<file path="src/design/rlebq_pkg.sv">
// Shared constants, codes and types for the rate-limited event byte queue.
package rlebq_pkg;

    localparam int BUFFER_BYTES = 4096;
    localparam int PTR_W        = $clog2(BUFFER_BYTES);
    localparam int FILL_W       = PTR_W + 1;
    localparam int MAX_READ     = 64;
    localparam int CNT_W        = $clog2(MAX_READ + 1);
    localparam int TIME_W       = 32;
    localparam int INTERVAL_W   = 16;
    localparam int TAG_W        = 16;
    localparam int REQ_CNT_W    = 16;
    localparam int BYTE_W       = 8;

    localparam logic [FILL_W-1:0] FILL_FULL = FILL_W'(BUFFER_BYTES);
    localparam logic [CNT_W-1:0]  CNT_MAX   = CNT_W'(MAX_READ);

    typedef enum logic [1:0] {
        OP_WRITE = 2'd0,
        OP_READ  = 2'd1,
        OP_FLUSH = 2'd2,
        OP_TICK  = 2'd3
    } opcode_t;

    typedef enum logic [1:0] {
        KIND_DATA  = 2'd0,
        KIND_EMPTY = 2'd1,
        KIND_ERROR = 2'd2
    } kind_t;

    typedef enum logic [2:0] {
        ST_IDLE,
        ST_CHECK,
        ST_READ,
        ST_SEND,
        ST_EMPTY,
        ST_ERROR
    } state_t;

endpackage

</file>
<file path="src/design/rlebq_check.sv">
// Delivery gate: pending request, data present and rate interval strictly exceeded.
module rlebq_check
    import rlebq_pkg::*;
(
    input  logic                  read_pending,
    input  logic [FILL_W-1:0]     fill_level,
    input  logic [TIME_W-1:0]     current_time,
    input  logic [TIME_W-1:0]     last_delivery_time,
    input  logic [INTERVAL_W-1:0] min_interval,
    output logic                  deliver_ok
);

    logic [TIME_W-1:0] elapsed;

    // Wrapping difference, so the comparison survives a time counter roll-over.
    assign elapsed    = current_time - last_delivery_time;
    assign deliver_ok = read_pending && (fill_level != '0)
                        && (elapsed > TIME_W'(min_interval));

endmodule

</file>
<file path="config.mk">
export PLATFORM = sky130hd
export DESIGN_NAME = rlebq_check
export DESIGN_NICKNAME = d
export VERILOG_FILES = /design/src/design/rlebq_pkg.sv /design/src/design/rlebq_check.sv
export SDC_FILE = /design/constraint.sdc
export NUM_CORES = 1
export LEC_CHECK = 0
export ABC_AREA = 1
export BUFFER_PORTS_ARGS = -buffer_cell sky130_fd_sc_hd__buf_2
export CAP_MARGIN = 20
export CORE_UTILIZATION = 51
export DETAILED_ROUTE_END_ITERATION = 10
export MAX_ROUTING_LAYER = met4
export PLACE_DENSITY = 0.83
export SLEW_MARGIN = 25
export SYNTH_ARGS = -nofsm -noshare
export SYNTH_HDL_FRONTEND = slang
export SYNTH_SLANG_ARGS = --single-unit
</file>
<file path="constraint.sdc">
create_clock -name vclk -period 7.45
set_input_delay 0.3725 -clock vclk [all_inputs]
set_output_delay 0.3725 -clock vclk [all_outputs]
set_load 0.02 [all_outputs]
</file>
Word level (Yosys, flattened, before mapping)

Cells that the tools add are included.

Flip-flop bits (word level): 0
Input bits: 94
Output and inout bits: 1

$add $sub $neg: 1
$lt $le $gt $ge: 1
Reductions and logical operators: 3

Operator list:

| operator                                                   | count |
|---|---|
| 32-bit by 16-bit greater-than comparator with 1-bit output | 1 |
| 32-bit subtractor                                          | 1 |
| 13-bit nonzero test                                        | 1 |
| 1-bit logical AND                                          | 2 |

Longest topological paths before layout

Gate-level depths: netlist of the first run.

Depth in word-level cells: 3
Gate-level depth with buffers: 26

Worst setup path after synthesis of the first run

Ideal clock, no wire load.

Path kind: input-to-output
Start: input current_time[0]
End: output deliver_ok
Data arrival time: 2.858 ns
Slack: 4.219 ns
Cell stages on the path: 26
Path buffers: 0
Path through: inv_1 > ha_1 > fa_1 > inv_1 > nand2_1 > nand2_1 > nand3_1 > nand2_2 > nand2_2 > nand2_2 > xor2_1 > ha_1 > nand2_1 > nor2_1 > nand2_1 > nor2_1 > nand2_1 > nand2_1 > nor2_1 > nor2_1 > nor2_1 > nand2_1 > nor2_2 > nand2_1 > nor2_1 > nor2_1

Longest elaborated chain between the ends: 3

Ends and longest elaborated chain:

| item                                                       | RTL line          | text |
|---|---|---|
| from (decl)                                                | rlebq_check.sv:7  | `input logic [TIME_W-1:0] current_time,` |
| 32-bit subtractor                                          | rlebq_check.sv:16 | `assign elapsed = current_time - last_delivery_time;` |
| 32-bit by 16-bit greater-than comparator with 1-bit output | rlebq_check.sv:18 | `&& (elapsed > TIME_W'(min_interval));` |
| 1-bit logical AND                                          | rlebq_check.sv:18 |  |
| to (decl)                                                  | rlebq_check.sv:10 | `output logic deliver_ok` |

No other way between the ends.

Final worst setup path of the first run

Ends and elaborated chain as after synthesis.

==> flow_metrics.tcl, run 1 <==
set metrics [dict create \
    syn_area_um2 3231 \
    grt_remaining_overflow 0 \
    power_uw 292.8 \
    hold_viol_final 0 \
    synth_top_area_share 0.2928 \
    final_cell_mix "nand2_1 (252), inv_1 (177), buf_2 (95)" \
    synth-seq-area-share 0 \
    grt_max_degree 7 \
    ir_worst_vdd_mv 0.04067 \
    leakage_uw 0.002677 \
    worst_pin_slew_ps 284.0 \
    syn_to_final_growth_pct 17.62 \
    grt.total_usage 0.2768 \
    max_freq_mhz 268.3 \
    route.detailed.drc 0 \
    cp-end-kind "output port" \
    startpoint_type "input pin" \
    crit_path_max_fanout 4 \
    gp_congestion 0.9352 \
    nClkBuffers 0 \
    holdPathStages 4 \
    dp_hpwl_um 8146 \
    n_antenna_cell 0 \
    setup_ws_ps 3723 \
    die_area_um2 6657 \
    die_h_um 81.59 \
    setup_viol_count_final 0 \
    dr.first_iter.drc_count 199 \
    p_per_area_nw_per_um2 77.05 \
    crit_path_top_delay_cell "fa_1" \
    hold_path_class "in -> out" \
    nFlopsAndLatches 0 \
    num_vias 4019 \
    layout_commonest_cell "nand2_1" \
    rows 28 \
    synth_top_cell_by_area "nand2_1" \
    fin_area_um2 3800 \
    slowest_delay_ps 410 \
    relSlewSlack 0.8100 \
    rsz0062_at_grt "false" \
    preCtsSetupSlack_ps 3761 \
    antenna_left 0 \
    grt_antenna_before_repair 0 \
    maxCapViolCount 0 \
    crit_top_cell "nand2_1" \
    drive_gt1_frac 0.1847 \
    placed_area_um2 3800 \
    synth_area_leaders "nand2_1 (29%), inv_1 (21%), ha_1 (18%), nor2_1 (5.2%), nand3_1 (3.7%)" \
    grt_pass1_wl_um 14330 \
    core_um2 6026 \
    critPathKind "in -> out" \
    viasPerCell 4.889 \
    first_pass_iters 5 \
    ys_types 28 \
    portBuffers 95 \
    setup_tns_ps 0 \
    whs_ps 1090 \
    cts_resized 0 \
    io_pins 95 \
    period_share 0.5002 \
    status "finished clean" \
    syn_nets 794 \
    ctsHoldBuffers 0 \
    yosysWarnings 0 \
    netlist_instances 652 \
    post_cts_buffers 0 \
    chipWidth_um 81.59 \
    initial_utilization 0.5361 \
    finalWirelength_um 9019 \
    min_period_ps 3727 \
    wl_per_cell_um 10.97 \
    avgSynthCellArea_um2 4.955 \
    grt_pass1_vias 3529 \
    slew_violations 0 \
    worst_ep_required_time_ps 7080 \
    arrival_ps 3350 \
    register_area_um2 0 \
    nets 891 \
]
==> where the power goes <==
part / internal, µW / switching [µW]
Clock: 0 / 0
Combinational: 113 / 180
Sequential: 0 / 0
Total: 113 / 180
==> worst max-delay path, delay by kind of cell <==
kind / cells / cell delay [ps]
xor gates and xnor gates: 1 / 70
adders and majority gates: 3 / 910
buffers and inverters: 4 / 380
and+or+nand+nor: 17 / 1630
==> path summary, 6_finish.rpt <==
kind / start / slack (ps) / endpoint
max: current_time[0] / 3720 / deliver_ok
min: read_pending / 1090 / deliver_ok
==> Yosys cell counts (all sizes together) <==
| library cell | n |
|---|---|
| a21oi | 23 |
| nand2 | 271 |
| fa | 1 |
| nor4 | 3 |
| nand3b | 3 |
| and2 | 2 |
| o21ai | 1 |
| xnor2 | 2 |
| a21o | 2 |
| or2 | 1 |
| ha | 47 |
| o31ai | 1 |
| nor3 | 4 |
| xor2 | 13 |
| nand4 | 8 |
| inv | 179 |
| o21a | 1 |
| nand3 | 30 |
| o21bai | 3 |
| nor2 | 57 |
==> kinds of logic (layout without fill, tap and decap cells) <==
family                     Yosys count  after routing  synth area share
xor gates and xnor gates            15             15           0.04067
and+or+nand+nor                    379            379            0.5097
buffers and inverters              179            274            0.2080
adders and majority gates           48             48            0.1882
AOI/OAI and AO/OA                   31             31           0.05345
==> area by class of cell <==
| type | count | area [µm²] |
|---|---|---|
| inverters | 179 | 671.9 |
| fillers | 632 | 2226 |
| repair buffers | 95 | 475.5 |
| multi-input cells | 473 | 2559 |
| well taps | 75 | 93.84 |
==> routing by layer <==
layer	up-vias	global-route usage	wire, µm
li1	2123	-	-
met1	1744	0.3613	4264
met2	137	0.4767	4045
met3	15	0.01333	582
met4	0	0.04561	126
met5	-	-	0
==> per-stage QoR <==
step | utilization | instances
after floorplan | - | 652
after global placement | 0.6306 | 822
after detailed placement | 0.6306 | 822
after CTS | 0.6306 | 822
after global routing | 0.6306 | 822
final | 0.6306 | 822
No activity file was read; power rests on OpenSTA's default activity.
==> run 2, diff against run 1 <==
ABC_AREA = 0   (was 1)
PLACE_DENSITY = 0.87   (was 0.83)
clock period = 3.75 ns   (was 7.45 ns; I/O delays follow)
==> run 2 against run 1 <==
Against the previous run: the flow now finishes with violations (DRC, setup timing); hold slack got worse by 370 ps; cell count down 34%; combinational power grew 97%; total power up 97%; die area decreased by 25%; non-clock buffer count increased by 33; routed wire length shrank 19%; utilization rose by 12 points; critical path depth is 2 lower; largest power group unchanged; highest routed layer unchanged.
==> flow_metrics.tcl, run 2 <==
set metrics [dict create \
    status "finished with violations" \
    violations "DRC, setup timing" \
    initial_utilization 0.5434 \
    core_um2 4444 \
    rows 24 \
    syn_nets 508 \
    grt_antenna_before_repair 0 \
    maxCapViolCount 0 \
    grt_pass1_vias 2860 \
    drive_gt1_frac 0.3368 \
    avgSynthCellArea_um2 6.598 \
    min_period_ps 4280 \
    cp-end-kind "output port" \
    gp_congestion 0.9659 \
    relSlewSlack 0.7101 \
    dp_hpwl_um 6140 \
    die_h_um 70.81 \
    setup_ws_ps -529.7 \
    synth_most_common_cell "inv_1" \
    yosysWarnings 0 \
    num_vias 3047 \
    worst_ep_required_time_ps 3560 \
    hold_path_class "in -> out" \
    rsz0062_at_grt "true" \
    grt_remaining_overflow 0 \
    hold_viol_final 0 \
    netlist_instances 366 \
    route.detailed.drc 14 \
    final_cell_mix "buf_2 (92), inv_1 (61), ha_1 (44)" \
    worst_pin_slew_ps 431.6 \
    nClkBuffers 0 \
    synth_top_cell_by_area "ha_1" \
    syn_area_um2 2415 \
    grt.total_usage 0.2908 \
    stdcell_count 539 \
    synth_area_leaders "ha_1 (24%), inv_1 (9.8%), a21oi_1 (6.2%), nand2_1 (5.4%), xnor2_1 (4.0%)" \
    crit_path_max_fanout 2 \
    arrival_ps 4090 \
    dp_cells 535 \
    setup_tns_ps -529.7 \
    wl_per_cell_um 13.63 \
    synth_common_cells "inv_1 (63), ha_1 (47), nand2_1 (35), a21oi_1 (30), nor2_1 (25)" \
    period_share 1.141 \
    p_per_area_nw_per_um2 173.7 \
    synth_top_area_share 0.2435 \
    layout_commonest_cell "buf_2" \
    nets 631 \
    ys_types 54 \
    grt_max_degree 13 \
    critPathKind "in -> out" \
    chipWidth_um 70.81 \
    max_freq_mhz 233.7 \
    setup_viol_count_final 1 \
    portBuffers 95 \
    viasPerCell 5.653 \
    register_area_um2 0 \
    synth-seq-area-share 0 \
    finalWirelength_um 7344 \
    syn_to_final_growth_pct 37.77 \
    startpoint_type "input pin" \
    antenna_left 0 \
    grt_pass1_wl_um 12010 \
    ir_worst_vdd_mv 0.09650 \
    nFlopsAndLatches 0 \
    first_pass_iters 10 \
    n_antenna_cell 0 \
    dr.first_iter.drc_count 190 \
    ctsHoldBuffers 0 \
    io_pins 95 \
    die_area_um2 5014 \
    leakage_uw 0.001830 \
    slew_violations 0 \
    n_fill_cell 356 \
]
-- run 2: cell families (layout without fill, tap and decap cells) --
kind of cell / Yosys count / after routing / synth area share
and+or+nand+nor: 123 / 123 / 0.2632
AOI/OAI and AO/OA: 104 / 104 / 0.2943
muxes: 3 / 3 / 0.01244
xor gates and xnor gates: 18 / 18 / 0.06528
adders and majority gates: 48 / 48 / 0.2518
buffers and inverters: 70 / 191 / 0.1130
-- run 2: final cells by class --
type               count  area (µm²)  area share
repair buffers       128       742.0      0.2230
multi-input cells    296        2276      0.6841
inverters             63       244.0     0.07334
well taps             52       65.06     0.01956
-- run 2: critical path, cell delays in order --
cell and delay [ps]:
buf_2 110, inv_1 50, ha_1 260, nor2b_2 170
o2111ai_2 190, and3_4 220, nor2_1 50, buf_4 140
nand2_1 60, nand2_1 70, a21oi_2 180, xnor2_1 150
ha_1 280, and4_1 210, nand2_1 70, nor2_1 50
a221o_1 330, o22ai_2 120, nand4_1 100, a2111o_1 410
nor4bb_2 350, a41oi_2 160, buf_4 180
-- run 2: final timing paths --
path | depth (start not counted) | slack, ps | endpoint | from
worst min-delay path | 4 | 720 | deliver_ok | read_pending
worst max-delay path | 23 | -530 | deliver_ok | last_delivery_time[1]
-- run 2: timing repair --
action                                  CTS  global route
gates resized for setup                   1            18
setup buffers                             0             4
pin swaps                                 0            22
endpoints found under the setup margin    1             1
cloned                                    0             0
-- run 2: routing by layer --
metal | track usage | part of all wire | wire (µm)
met2 | 0.5107 | 0.47 | 3440
met1 | 0.3716 | 0.44 | 3236
met3 | 0.03989 | 0.086 | 632
met5 | - | 0 | 0
met4 | 0.01556 | 0.0046 | 34
-- run 2: per-stage QoR --
step | hold WS [ps] | utilization | total power (µW) | cell area [µm²] | setup slack (ps)
after CTS | 724.5 | 0.7241 | 540.4 | 3218 | -552.1
after global routing | 748.3 | 0.7486 | 640.5 | 3327 | -787.2
after detailed placement | 724.1 | 0.7227 | 536.2 | 3212 | -590.7
final | 721.4 | 0.7486 | 577.9 | 3327 | -529.7
after global placement | 730.4 | 0.7227 | 520.2 | 3212 | -502.6
after floorplan | 489.1 | - | 358.0 | 2490 | -79.03
-- run 2: report_power, final --
part / switching, µW / total (µW) / internal (µW)
registers: 0 / 0 / 0
logic: 301 / 578 / 276
clock network: 0 / 0 / 0
total: 301 / 578 / 276
